`config.mk`:
```
export PLATFORM = sky130hd
export DESIGN_NAME = vu_meter_peak_hold
export DESIGN_NICKNAME = d
export VERILOG_FILES = /design/src/rtl/vmph_pkg.sv /design/src/rtl/vmph_ram.sv /design/src/rtl/vmph_div.sv /design/src/rtl/vu_meter_peak_hold.sv
export SDC_FILE = /design/constraint.sdc
export NUM_CORES = 2
export LEC_CHECK = 0
export ABC_AREA = 1
export BUFFER_PORTS_ARGS = -buffer_cell sky130_fd_sc_hd__clkbuf_2
export CAP_MARGIN = 20
export CORE_UTILIZATION = 35
export CTS_CLUSTER_SIZE = 12
export DETAILED_ROUTE_END_ITERATION = 8
export GPL_TIMING_DRIVEN = 0
export HOLD_SLACK_MARGIN = 0.12
export SYNTH_ARGS = -nofsm -noshare
export SYNTH_HDL_FRONTEND = slang
export SYNTH_SLANG_ARGS = --single-unit
export TNS_END_PERCENT = 5
```
`constraint.sdc`:
```
create_clock -name i_clk -period 9.2 [get_ports i_clk]
set_input_delay 1.84 -clock i_clk [delete_from_list [all_inputs] [get_ports i_clk]]
set_output_delay 1.84 -clock i_clk [all_outputs]
set_load 0.005 [all_outputs]
```
`src/rtl/vmph_pkg.sv`:
```
// ============================================================================
// VU meter package
// Shared widths, codes, structs and helpers for the stereo VU meter.
// ============================================================================
package vmph_pkg;

    localparam int LEVEL_MAX_DEF     = 32767;
    localparam int SMOOTH_FACTOR_DEF = 4;

    localparam int IN_W   = 15;
    localparam int LVL_W  = 16;
    localparam int CD_W   = 18;
    localparam int LPL_W  = 22;
    localparam int TICK_W = 16;
    localparam int SW_W   = 9;
    localparam int YS_W   = 16;
    localparam int LED_W  = 8;
    localparam int COL_W  = 2;

    localparam int NUM_W = 24;
    localparam int DEN_W = 22;
    localparam int CNT_W = $clog2(LED_W + 1);

    localparam int CFG_IDX_W = 3;
    localparam int S_TDATA_W = 32;
    localparam int M_TDATA_W = 40;

    localparam logic [LED_W-1:0] LED_SAT = {LED_W{1'b1}};

    localparam int RECIP_SHIFT = 29;
    localparam int RECIP_W     = 23;
    localparam logic [RECIP_W-1:0] RECIP_100 = 23'd5368710;
    localparam logic [LVL_W-1:0] DROP_STEP_DEF = 16'd1365;

    typedef enum logic [CFG_IDX_W-1:0] {
        CFG_LPL    = 3'd0,
        CFG_HOLD   = 3'd1,
        CFG_DROP   = 3'd2,
        CFG_STEP   = 3'd3,
        CFG_YSTART = 3'd4
    } t_cfg_idx;

    typedef enum logic [COL_W-1:0] {
        COL_GREEN  = 2'd0,
        COL_YELLOW = 2'd1,
        COL_RED    = 2'd2
    } t_color;

    typedef enum logic [3:0] {
        ST_IDLE,
        ST_RD,
        ST_LOAD,
        ST_SMOOTH,
        ST_WB,
        ST_DIV_B,
        ST_DIV_P,
        ST_RPT,
        ST_OUT
    } t_state;

    typedef struct packed {
        logic [LVL_W-1:0] sm;
        logic [LVL_W-1:0] pk;
        logic [CD_W-1:0]  cd;
    } t_chan_st;

    typedef struct packed {
        logic [LED_W-1:0] bar;
        logic [LED_W-1:0] pos;
        logic [COL_W-1:0] color;
        logic             over;
    } t_chan_res;

    typedef struct packed {
        logic             start;
        logic [NUM_W-1:0] num;
        logic [DEN_W-1:0] den;
    } t_div_req;

    function automatic logic [NUM_W-1:0] led_num(input logic [LVL_W-1:0] level,
                                                 input logic [LPL_W-1:0] span);
        led_num = NUM_W'(level) * NUM_W'(100) + NUM_W'(span) - NUM_W'(1);
    endfunction

    function automatic logic led_sat(input logic [NUM_W-1:0] num,
                                     input logic [LPL_W-1:0] span);
        led_sat = (LPL_W + LED_W)'(num) >= {span, {LED_W{1'b0}}};
    endfunction

endpackage

```
`src/rtl/vmph_ram.sv`:
```
// ============================================================================
// Generic RAM
// Single write port, single read port, registered read data.
// ============================================================================
module vmph_ram #(
    parameter int WIDTH = 8,
    parameter int DEPTH = 2
) (
    input  logic                                      i_clk,
    input  logic                                      i_we,
    input  logic [((DEPTH > 1) ? $clog2(DEPTH) : 1)-1:0] i_waddr,
    input  logic [WIDTH-1:0]                          i_wdata,
    input  logic [((DEPTH > 1) ? $clog2(DEPTH) : 1)-1:0] i_raddr,
    output logic [WIDTH-1:0]                          o_rdata
);

    logic [WIDTH-1:0] r_mem [DEPTH];
    logic [WIDTH-1:0] r_rdata;

    always_ff @(posedge i_clk) begin
        if (i_we) begin
            r_mem[i_waddr] <= i_wdata;
        end
        r_rdata <= r_mem[i_raddr];
    end

    assign o_rdata = r_rdata;

endmodule

```
`src/rtl/vmph_div.sv`:
```
// ============================================================================
// Serial divider
// Restoring division, one quotient bit per cycle, 8 quotient bits.
// ============================================================================
module vmph_div import vmph_pkg::*; (
    input  logic             i_clk,
    input  logic             i_rst_n,
    input  t_div_req         i_req,
    output logic             o_busy,
    output logic             o_done,
    output logic [LED_W-1:0] o_quo
);

    logic [DEN_W:0]   r_rem, n_rem;
    logic [NUM_W-1:0] r_num, n_num;
    logic [LED_W-1:0] r_quo, n_quo;
    logic [DEN_W-1:0] r_den, n_den;
    logic [CNT_W-1:0] r_cnt, n_cnt;
    logic             r_busy, n_busy;
    logic             r_done, n_done;
    logic [DEN_W+1:0] cand;
    logic             fits;

    always_comb begin
        n_rem  = r_rem;
        n_num  = r_num;
        n_quo  = r_quo;
        n_den  = r_den;
        n_cnt  = r_cnt;
        n_busy = r_busy;
        n_done = 1'b0;
        cand   = {r_rem, r_num[NUM_W-1]};
        fits   = cand >= (DEN_W + 2)'(r_den);
        if (i_req.start) begin
            n_den  = i_req.den;
            n_quo  = '0;
            n_busy = 1'b1;
            n_rem  = (DEN_W + 1)'(i_req.num >> LED_W);
            n_num  = i_req.num << (NUM_W - LED_W);
            n_cnt  = CNT_W'(LED_W);
        end else if (r_busy) begin
            n_rem = fits ? (DEN_W + 1)'(cand - (DEN_W + 2)'(r_den)) : cand[DEN_W:0];
            n_num = r_num << 1;
            n_quo = {r_quo[LED_W-2:0], fits};
            n_cnt = r_cnt - CNT_W'(1);
            if (r_cnt == CNT_W'(1)) begin
                n_busy = 1'b0;
                n_done = 1'b1;
            end
        end
    end

    always_ff @(posedge i_clk) begin
        if (!i_rst_n) begin
            r_busy <= 1'b0;
            r_done <= 1'b0;
            r_cnt  <= '0;
        end else begin
            r_busy <= n_busy;
            r_done <= n_done;
            r_cnt  <= n_cnt;
        end
        r_rem <= n_rem;
        r_num <= n_num;
        r_quo <= n_quo;
        r_den <= n_den;
    end

    assign o_busy = r_busy;
    assign o_done = r_done;
    assign o_quo  = r_quo;

endmodule

```
`src/rtl/vu_meter_peak_hold.sv`:
```
// ============================================================================
// Stereo VU meter with peak hold
// Smoothed bar level, held peak with timed drop, LED counts and peak colour.
// ============================================================================
// Sequence: each channel in turn is read, loaded, smoothed, written back, divided
// for bar and peak and reported, then the result goes out; a request is taken in idle only;
// four serial 8-bit LED-count divisions per request on one divider, smoothing
// by reciprocal multiply. A new request is taken while the previous result still waits.
// Reset: synchronous; registers take their defaults, channel state reads zero.
// ============================================================================
module vu_meter_peak_hold import vmph_pkg::*; #(
    parameter int LEVEL_MAX     = LEVEL_MAX_DEF,
    parameter int SMOOTH_FACTOR = SMOOTH_FACTOR_DEF
) (
    input  logic                 i_clk,
    input  logic                 i_rst_n,
    input  logic                 i_s_axis_tvalid,
    output logic                 o_s_axis_tready,
    // [14:0] left_level, [29:15] right_level
    input  logic [S_TDATA_W-1:0] i_s_axis_tdata,
    output logic                 o_m_axis_tvalid,
    input  logic                 i_m_axis_tready,
    // [7:0] left_bar_leds, [15:8] left_peak_led, [17:16] left_peak_color,
    // [18] left_over_range, [26:19] right_bar_leds, [34:27] right_peak_led,
    // [36:35] right_peak_color, [37] right_over_range
    output logic [M_TDATA_W-1:0] o_m_axis_tdata,
    input  logic                 i_cfg_we,
    input  logic [CFG_IDX_W-1:0] i_cfg_idx,
    input  logic [LPL_W-1:0]     i_cfg_data
);

    localparam int CH_N = 2;
    localparam logic [LVL_W-1:0] LVL_MAX_V = LVL_W'(LEVEL_MAX);
    localparam int SNUM_W    = IN_W + 6;
    localparam int SM_SHIFT  = SNUM_W + 6;
    localparam int SM_PROD_W = SNUM_W + SM_SHIFT;
    localparam logic [SNUM_W-1:0]   SF_M1     = SNUM_W'(SMOOTH_FACTOR - 1);
    localparam logic [SNUM_W-1:0]   SF_HALF   = SNUM_W'(SMOOTH_FACTOR / 2);
    localparam logic [SM_SHIFT-1:0] SF_RECIP  =
        SM_SHIFT'(((1 << SM_SHIFT) + SMOOTH_FACTOR - 1) / SMOOTH_FACTOR);
    localparam int PROD_W = LPL_W + RECIP_W;
    localparam int X_W    = SW_W + LED_W;

    logic [LPL_W-1:0]  r_lpl;
    logic [TICK_W-1:0] r_hold, r_drop;
    logic [SW_W-1:0]   r_step;
    logic [YS_W-1:0]   r_ystart;
    logic [LVL_W-1:0]  r_drop_step;
    logic [PROD_W-1:0] drop_prod;
    logic [LPL_W-1:0]  span;

    t_state           r_state, n_state;
    logic             r_ch, n_ch;
    logic [IN_W-1:0]  r_lvl_in [CH_N];
    logic [IN_W-1:0]  n_lvl_in [CH_N];
    logic [LVL_W-1:0] r_lvl, n_lvl;
    logic             r_take, n_take;
    logic [SNUM_W-1:0] r_snum, n_snum;
    logic [LVL_W-1:0] r_sm, n_sm;
    logic [LVL_W-1:0] r_pk, n_pk;
    logic [CD_W-1:0]  r_cd, n_cd;
    logic             r_sat, n_sat;
    logic [LED_W-1:0] r_bar, n_bar;
    logic [LED_W-1:0] r_pk_leds, n_pk_leds;
    t_chan_res        r_res [CH_N];
    t_chan_res        n_res [CH_N];
    logic [CH_N-1:0]  r_valid, n_valid;
    logic             r_m_valid, n_m_valid;
    logic [M_TDATA_W-1:0] r_m_tdata, n_m_tdata;

    logic             s_acc;
    t_div_req         div_req;
    logic             div_busy, div_done;
    logic [LED_W-1:0] div_quo;
    logic             ram_we;
    t_chan_st         ram_wdata;
    logic [$bits(t_chan_st)-1:0] ram_q;
    t_chan_st         cur;
    logic [LVL_W-1:0] lvl_sat;
    logic [SM_PROD_W-1:0] sm_prod;
    logic [LVL_W-1:0] sm_quo;
    logic [NUM_W-1:0] bar_num, pk_num;
    logic [LED_W-1:0] led_val;
    logic [X_W-1:0]   pk_x;
    logic             over;

    vmph_ram #(
        .WIDTH ($bits(t_chan_st)),
        .DEPTH (CH_N)
    ) u_ram (
        .i_clk   (i_clk),
        .i_we    (ram_we),
        .i_waddr (r_ch),
        .i_wdata (ram_wdata),
        .i_raddr (r_ch),
        .o_rdata (ram_q)
    );

    vmph_div u_div (
        .i_clk   (i_clk),
        .i_rst_n (i_rst_n),
        .i_req   (div_req),
        .o_busy  (div_busy),
        .o_done  (div_done),
        .o_quo   (div_quo)
    );

    assign span      = (r_lpl == '0) ? LPL_W'(1) : r_lpl;
    assign drop_prod = PROD_W'(r_lpl) * PROD_W'(RECIP_100);
    assign s_acc     = i_s_axis_tvalid && o_s_axis_tready;
    assign cur       = r_valid[r_ch] ? t_chan_st'(ram_q) : '0;
    assign lvl_sat   = (LVL_W'(r_lvl_in[r_ch]) > LVL_MAX_V) ? LVL_MAX_V
                                                            : LVL_W'(r_lvl_in[r_ch]);
    assign sm_prod   = SM_PROD_W'(r_snum) * SM_PROD_W'(SF_RECIP);
    assign sm_quo    = sm_prod[SM_SHIFT +: LVL_W];
    assign bar_num   = led_num(r_sm, span);
    assign pk_num    = led_num(r_pk, span);
    assign led_val   = r_sat ? LED_SAT : div_quo;
    assign pk_x      = X_W'(r_step) * X_W'(r_pk_leds - LED_W'(1));
    assign over      = r_pk >= LVL_MAX_V;
    assign ram_wdata = '{sm: r_sm, pk: r_pk, cd: r_cd};

    always_comb begin
        n_state   = r_state;
        n_ch      = r_ch;
        n_lvl_in  = r_lvl_in;
        n_lvl     = r_lvl;
        n_take    = r_take;
        n_snum    = r_snum;
        n_sm      = r_sm;
        n_pk      = r_pk;
        n_cd      = r_cd;
        n_sat     = r_sat;
        n_bar     = r_bar;
        n_pk_leds = r_pk_leds;
        n_res     = r_res;
        n_valid   = r_valid;
        n_m_valid = r_m_valid && !i_m_axis_tready;
        n_m_tdata = r_m_tdata;
        div_req   = '0;
        ram_we    = 1'b0;
        unique case (r_state)
            ST_IDLE: begin
                if (s_acc) begin
                    n_lvl_in[0] = i_s_axis_tdata[IN_W-1:0];
                    n_lvl_in[1] = i_s_axis_tdata[2*IN_W-1:IN_W];
                    n_ch        = 1'b0;
                    n_state     = ST_RD;
                end
            end
            ST_RD: begin
                n_state = ST_LOAD;
            end
            ST_LOAD: begin
                n_lvl  = lvl_sat;
                n_take = lvl_sat > cur.sm;
                if (lvl_sat >= cur.pk) begin
                    n_pk = lvl_sat;
                    n_cd = CD_W'(r_hold);
                end else if (cur.cd <= CD_W'(1)) begin
                    n_cd = CD_W'(r_drop);
                    n_pk = (cur.pk > r_drop_step) ? cur.pk - r_drop_step : '0;
                end else begin
                    n_pk = cur.pk;
                    n_cd = cur.cd - CD_W'(1);
                end
                n_snum  = SNUM_W'(cur.sm) * SF_M1 + SNUM_W'(lvl_sat) + SF_HALF;
                n_state = ST_SMOOTH;
            end
            ST_SMOOTH: begin
                n_sm    = r_take ? r_lvl : sm_quo;
                n_state = ST_WB;
            end
            ST_WB: begin
                ram_we        = 1'b1;
                n_valid[r_ch] = 1'b1;
                div_req.start = 1'b1;
                div_req.num   = bar_num;
                div_req.den   = span;
                n_sat         = led_sat(bar_num, span);
                n_state       = ST_DIV_B;
            end
            ST_DIV_B: begin
                if (div_done) begin
                    n_bar         = led_val;
                    div_req.start = 1'b1;
                    div_req.num   = pk_num;
                    div_req.den   = span;
                    n_sat         = led_sat(pk_num, span);
                    n_state       = ST_DIV_P;
                end
            end
            ST_DIV_P: begin
                if (div_done) begin
                    n_pk_leds = led_val;
                    n_state   = ST_RPT;
                end
            end
            ST_RPT: begin
                n_res[r_ch].bar  = r_bar;
                n_res[r_ch].over = over;
                if (r_pk_leds > r_bar) begin
                    n_res[r_ch].pos = r_pk_leds;
                    if (pk_x < X_W'(r_ystart)) begin
                        n_res[r_ch].color = COL_GREEN;
                    end else begin
                        n_res[r_ch].color = over ? COL_RED : COL_YELLOW;
                    end
                end else begin
                    n_res[r_ch].pos   = '0;
                    n_res[r_ch].color = COL_GREEN;
                end
                if (r_ch) begin
                    n_state = ST_OUT;
                end else begin
                    n_ch    = 1'b1;
                    n_state = ST_RD;
                end
            end
            ST_OUT: begin
                if (!r_m_valid || i_m_axis_tready) begin
                    n_m_valid = 1'b1;
                    n_m_tdata = {2'b00,
                                 r_res[1].over, r_res[1].color, r_res[1].pos, r_res[1].bar,
                                 r_res[0].over, r_res[0].color, r_res[0].pos, r_res[0].bar};
                    n_state   = ST_IDLE;
                end
            end
            default: begin
                n_state = ST_IDLE;
            end
        endcase
    end

    always_ff @(posedge i_clk) begin
        if (!i_rst_n) begin
            r_state     <= ST_IDLE;
            r_ch        <= 1'b0;
            r_valid     <= '0;
            r_m_valid   <= 1'b0;
            r_lpl       <= LPL_W'(136533);
            r_hold      <= TICK_W'(22);
            r_drop      <= TICK_W'(4);
            r_step      <= SW_W'(5);
            r_ystart    <= YS_W'(120);
            r_drop_step <= DROP_STEP_DEF;
        end else begin
            r_state     <= n_state;
            r_ch        <= n_ch;
            r_valid     <= n_valid;
            r_m_valid   <= n_m_valid;
            r_drop_step <= drop_prod[RECIP_SHIFT +: LVL_W];
            if (i_cfg_we) begin
                unique case (t_cfg_idx'(i_cfg_idx))
                    CFG_LPL:    r_lpl    <= i_cfg_data;
                    CFG_HOLD:   r_hold   <= i_cfg_data[TICK_W-1:0];
                    CFG_DROP:   r_drop   <= i_cfg_data[TICK_W-1:0];
                    CFG_STEP:   r_step   <= i_cfg_data[SW_W-1:0];
                    CFG_YSTART: r_ystart <= i_cfg_data[YS_W-1:0];
                    default: begin
                    end
                endcase
            end
        end
        r_lvl_in  <= n_lvl_in;
        r_lvl     <= n_lvl;
        r_take    <= n_take;
        r_snum    <= n_snum;
        r_sm      <= n_sm;
        r_pk      <= n_pk;
        r_cd      <= n_cd;
        r_sat     <= n_sat;
        r_bar     <= n_bar;
        r_pk_leds <= n_pk_leds;
        r_res     <= n_res;
        r_m_tdata <= n_m_tdata;
    end

    assign o_s_axis_tready = (r_state == ST_IDLE);
    assign o_m_axis_tvalid = r_m_valid;
    assign o_m_axis_tdata  = r_m_tdata;

    a_div_start_idle: assert property (@(posedge i_clk) disable iff (!i_rst_n)
        div_req.start |-> !div_busy)
        else $error("divider started while busy");

    a_state_in_range: assert property (@(posedge i_clk) disable iff (!i_rst_n)
        ram_we |-> (ram_wdata.pk <= LVL_MAX_V) && (ram_wdata.sm <= LVL_MAX_V))
        else $error("channel state written above level maximum");

    a_out_hold: assert property (@(posedge i_clk) disable iff (!i_rst_n)
        (r_state == ST_OUT && r_m_valid && !i_m_axis_tready) |=> (r_state == ST_OUT))
        else $error("result overwritten while still pending");

    a_accept_start: assert property (@(posedge i_clk) disable iff (!i_rst_n)
        s_acc |=> (r_state == ST_RD) && !r_ch)
        else $error("request accepted without starting the left channel");

endmodule

```
==> impl_metrics.py <==
metrics = {
    "drt": {
        "vias": 33600,
        "detail_route.drc_violations": 0,
        "routed_via_density": 4.95,
        "final_antenna_net_count": 0,
        "initialDrtViolationCount": 2494,
        "routed_wire_length_per_instance_um": 18.3,
        "finalWirelength_mm": 124,
        "router_iterations_before_antenna_repair": 6,
    },
    "power_and_ir_drop": {
        "vdd_ir_drop_max_v": 0.000242,
        "static-leakage-power_nw": 23.1,
        "pwr_dens_mw_per_mm2": 247,
    },
    "cts": {
        "root_cell_of_the_clock_tree": "sky130_fd_sc_hd__clkbuf_16",
        "insertion_delay_to_the_later_sink_of_the_worst_skew_pair_ns": 0.66,
        "cts.hold.buffers_added": 0,
        "clkTransAtPathRegs_ns": 0.07,
        "clock_tree.buffer_depth": 3,
        "cts_tree": "built",
        "cts.repair.resized": 0,
        "count_of_clock_tree_sinks": 525,
        "htree_levels": 2,
        "cts_setup_buffers": 0,
        "cts-buffers-inserted": 59,
    },
    "floorplanning": {
        "die_h_um": 353,
        "ioPinCount": 104,
        "floorplan.core_area_mm2": 0.122,
        "placementRows": 128,
        "initial_util_pct": 35.3,
        "die_x_um": 353,
        "die_footprint_mm2": 0.124,
    },
    "final_layout": {
        "design_area_mm2": 0.0477,
        "commonest_cells_after_routing_fill_and_taps_aside": "sky130_fd_sc_hd__nand2_1, sky130_fd_sc_hd__inv_1, sky130_fd_sc_hd__ha_1, sky130_fd_sc_hd__nor2_1, sky130_fd_sc_hd__edfxtp_1",
        "final_nets": 6070,
        "areaGrowthSynthToFinish_pct": 10.9,
        "drive_gt1_share_pct": 5.39,
        "layout_commonest_cell": "sky130_fd_sc_hd__nand2_1",
    },
    "global_route": {
        "grt_start_max_net_pins": 33,
        "grt_antenna_before_repair": 6,
        "track_usage_pct": 20.0,
        "global_route_wire_length_before_repair_mm": 192,
        "vias_in_the_first_global_route": 33700,
        "globalRouteOverflowTotal": 0,
    },
    "sta": {
        "final_report_setup_violation_count": 0,
        "totalNegativeSetupSlack_ns": 0,
        "slew_headroom_pct": 27.5,
        "worst_pin_slew_ns": 1.09,
        "final.period_utilization_pct": 86.5,
        "clk_skew_ns": 0.0372,
        "setup_repair_after_global_routing_missed_its_margin": "no",
        "timing_max_transition_violations_final": 0,
        "finalHoldViolations": 0,
        "achievable-frequency_mhz": 126,
        "post-route-min-period_ns": 7.96,
    },
    "critical_path": {
        "regToRegStartpoint": "r_pk_leds[0]",
        "r2r_setup_slack_ns": 1.24,
        "r2r_cells": 32,
        "crit_path_end_kind": "register",
        "max_stage_delay_ns": 0.60,
        "worst_ep_arrival_time_ns": 8.35,
        "worst_setup_path_start_kind": "register",
        "setup.worst_path.class": "reg -> reg",
        "critPathRequiredTime_ns": 9.59,
        "r2r-end": "r_res[21]",
        "top_cell_by_count_worst_path": "sky130_fd_sc_hd__nand2_1",
        "crit_path_max_fanout": 11,
        "cpMaxStageDelayCell": "sky130_fd_sc_hd__nor3_1",
    },
    "synth": {
        "postSynth.asyncResetShare_pct": 0,
        "avgSynthCellArea_um2": 8.72,
        "yosys.cell_types.count": 56,
        "synth_seq_cells": 525,
        "number_of_enable_type_register_cells_in_the_synthesized_netlist": 351,
        "synth_warnings": 0,
        "syn_area_mm2": 0.0431,
        "ys_dominant_reg_cell": "sky130_fd_sc_hd__edfxtp_1",
        "seq_area_frac_synth_pct": 32.6,
        "synthesis.instances": 4937,
    },
    "placement": {
        "io_buffer_count": 99,
        "gpl.final_weighted_congestion": 0.946,
        "placed_cell_area_mm2": 0.0458,
        "dpl.hpwl_mm": 103,
    },
    "run": {
        "maxCapViolations": 0,
    },
    "worst_hold_path": {
        "hold_path_class": "reg -> reg",
        "timing.hold.worst.start": "r_res[24]",
        "worst_hold_path.num_cells": 0,
        "timing.hold.worst_endpoint": "o_m_axis_tdata[10]",
    },
    "outcome": {
        "status": "completed",
    },
}
## critical path: cells and delay by family, from the launching register on
family | cells | cell delay, ns
XOR/XNOR | 1 | 0.15
flip-flops | 1 | 0.46
AND/OR/NAND/NOR | 11 | 1.78
AO/OA/AOI/OAI | 4 | 0.86
buffers and inverters | 8 | 1.01
adder cells (fa/ha/maj) | 8 | 3.48
## through the flow
stage	hold slack [ns]	std cells	worst slack [ns]	power, W	utilization, %
final	0.416	6787	1.24	0.0118	39.2
after global routing	0.422	6787	0.555	0.0128	39.2
after CTS	0.418	6784	1.11	0.0118	39.2
after detailed placement	0.405	6672	1.16	0.00947	37.6
after global placement	0.403	6662	1.14	0.00942	37.4
after floorplan	0.400	4938	2.48	0.00750	-
## registers in the layout, summed over array words and instances (netlist names), 18 cells and up
signal          count
r_lvl_in           30
o_m_axis_tdata     38
r_cd               18
u_div.r_den        22
u_ram.o_rdata      50
u_div.r_rem        23
r_lpl              22
u_ram.r_mem       100
r_res              38
## kinds of logic (layout without fill, tap and decap cells)
logic type               count (synthesis)  after routing  synth area share (%)
flip-flops                             525            525                  32.6
AO/OA/AOI/OAI                          666            666                  8.53
adder cells (fa/ha/maj)                898            898                  30.7
multiplexers                            15             15                 0.392
AND/OR/NAND/NOR                       1743           1743                  16.6
other                                    1              3               0.00871
XOR/XNOR                               132            132                  2.68
buffers and inverters                  957           1180                  8.48
## per-layer routing
metal | wire length, um | vias to the layer above | part of all wire [%] | global-route usage (%)
met1 | 54800 | 16100 | 44 | 26.2
met3 | 7210 | 183 | 5.8 | 2.85
met2 | 58800 | 820 | 47 | 34.1
met4 | 3210 | 4 | 2.6 | 5.59
li1 | - | 16500 | - | -
met5 | 140 | - | 0.11 | 0.717
## area by class of cell
type / count / area, um2
Antenna cell: 1 / 2.50
Buffer: 73 / 333
Clock buffer: 86 / 1640
Clock inverter: 26 / 246
Fill cell: 12400 / 74100
Inverter: 884 / 3320
Multi-Input combinational cell: 3456 / 25400
Sequential cell: 525 / 14000
Tap cell: 1625 / 2030
Timing Repair Buffer: 111 / 718
## synth_stat cells (3+ instances only)
cell type | number | share of area (%)
sky130_fd_sc_hd__xor2_1 | 76 | 1.5
sky130_fd_sc_hd__nor2_1 | 403 | 3.5
sky130_fd_sc_hd__or2_2 | 16 | 0.23
sky130_fd_sc_hd__o21bai_1 | 23 | 0.40
sky130_fd_sc_hd__nor4_1 | 7 | 0.10
sky130_fd_sc_hd__o31ai_1 | 6 | 0.10
sky130_fd_sc_hd__o2111ai_1 | 3 | 0.061
sky130_fd_sc_hd__mux2_2 | 15 | 0.39
sky130_fd_sc_hd__o22ai_1 | 7 | 0.10
sky130_fd_sc_hd__buf_6 | 3 | 0.078
sky130_fd_sc_hd__nand3b_1 | 4 | 0.070
sky130_fd_sc_hd__nor2_2 | 7 | 0.10
sky130_fd_sc_hd__nand2_1 | 999 | 8.7
sky130_fd_sc_hd__fa_1 | 267 | 12
sky130_fd_sc_hd__and2_1 | 9 | 0.13
sky130_fd_sc_hd__clkbuf_1 | 42 | 0.37
sky130_fd_sc_hd__a31oi_1 | 11 | 0.16
sky130_fd_sc_hd__o21ai_1 | 3 | 0.035
sky130_fd_sc_hd__inv_1 | 876 | 7.6
sky130_fd_sc_hd__o21ai_0 | 231 | 2.7
sky130_fd_sc_hd__a211oi_1 | 8 | 0.14
sky130_fd_sc_hd__buf_4 | 5 | 0.087
sky130_fd_sc_hd__inv_2 | 4 | 0.035
sky130_fd_sc_hd__o221ai_1 | 5 | 0.10
sky130_fd_sc_hd__a21boi_0 | 9 | 0.16
sky130_fd_sc_hd__o21a_1 | 15 | 0.26
sky130_fd_sc_hd__nand3_1 | 180 | 2.1
sky130_fd_sc_hd__nand4_1 | 51 | 0.74
sky130_fd_sc_hd__edfxtp_1 | 351 | 24
sky130_fd_sc_hd__ha_1 | 631 | 18
sky130_fd_sc_hd__buf_1 | 9 | 0.078
sky130_fd_sc_hd__clkinv_1 | 4 | 0.035
sky130_fd_sc_hd__dfxtp_1 | 174 | 8.1
sky130_fd_sc_hd__o211ai_1 | 26 | 0.45
sky130_fd_sc_hd__a21oi_1 | 295 | 3.4
sky130_fd_sc_hd__xnor2_1 | 56 | 1.1
sky130_fd_sc_hd__a21o_1 | 16 | 0.28
sky130_fd_sc_hd__nor3_1 | 53 | 0.62
sky130_fd_sc_hd__buf_2 | 14 | 0.16
## how the worst max path moves through the flow
stage / startpoint / to / slack, ns / cells after the start
CTS: r_pk_leds[0] / r_res[21] / 1.11 / 32
floorplan: r_pk_leds[0] / r_res[1] / 2.48 / 35
detailed placement: r_pk_leds[0] / r_res[21] / 1.16 / 32
global placement: r_pk_leds[0] / r_res[21] / 1.14 / 32
finish: r_pk_leds[0] / r_res[21] / 1.24 / 32
global route: r_pk_leds[0] / r_res[20] / 0.56 / 33
## power breakdown
part | switching (W) | leakage [nW] | internal (W) | total [W]
Clock | 0.000991 | 0.916 | 0.00130 | 0.00229
Sequential | 0.0000745 | 4.61 | 0.00267 | 0.00274
Combinational | 0.00438 | 17.6 | 0.00236 | 0.00674
Power figures use the tool's default switching activity.
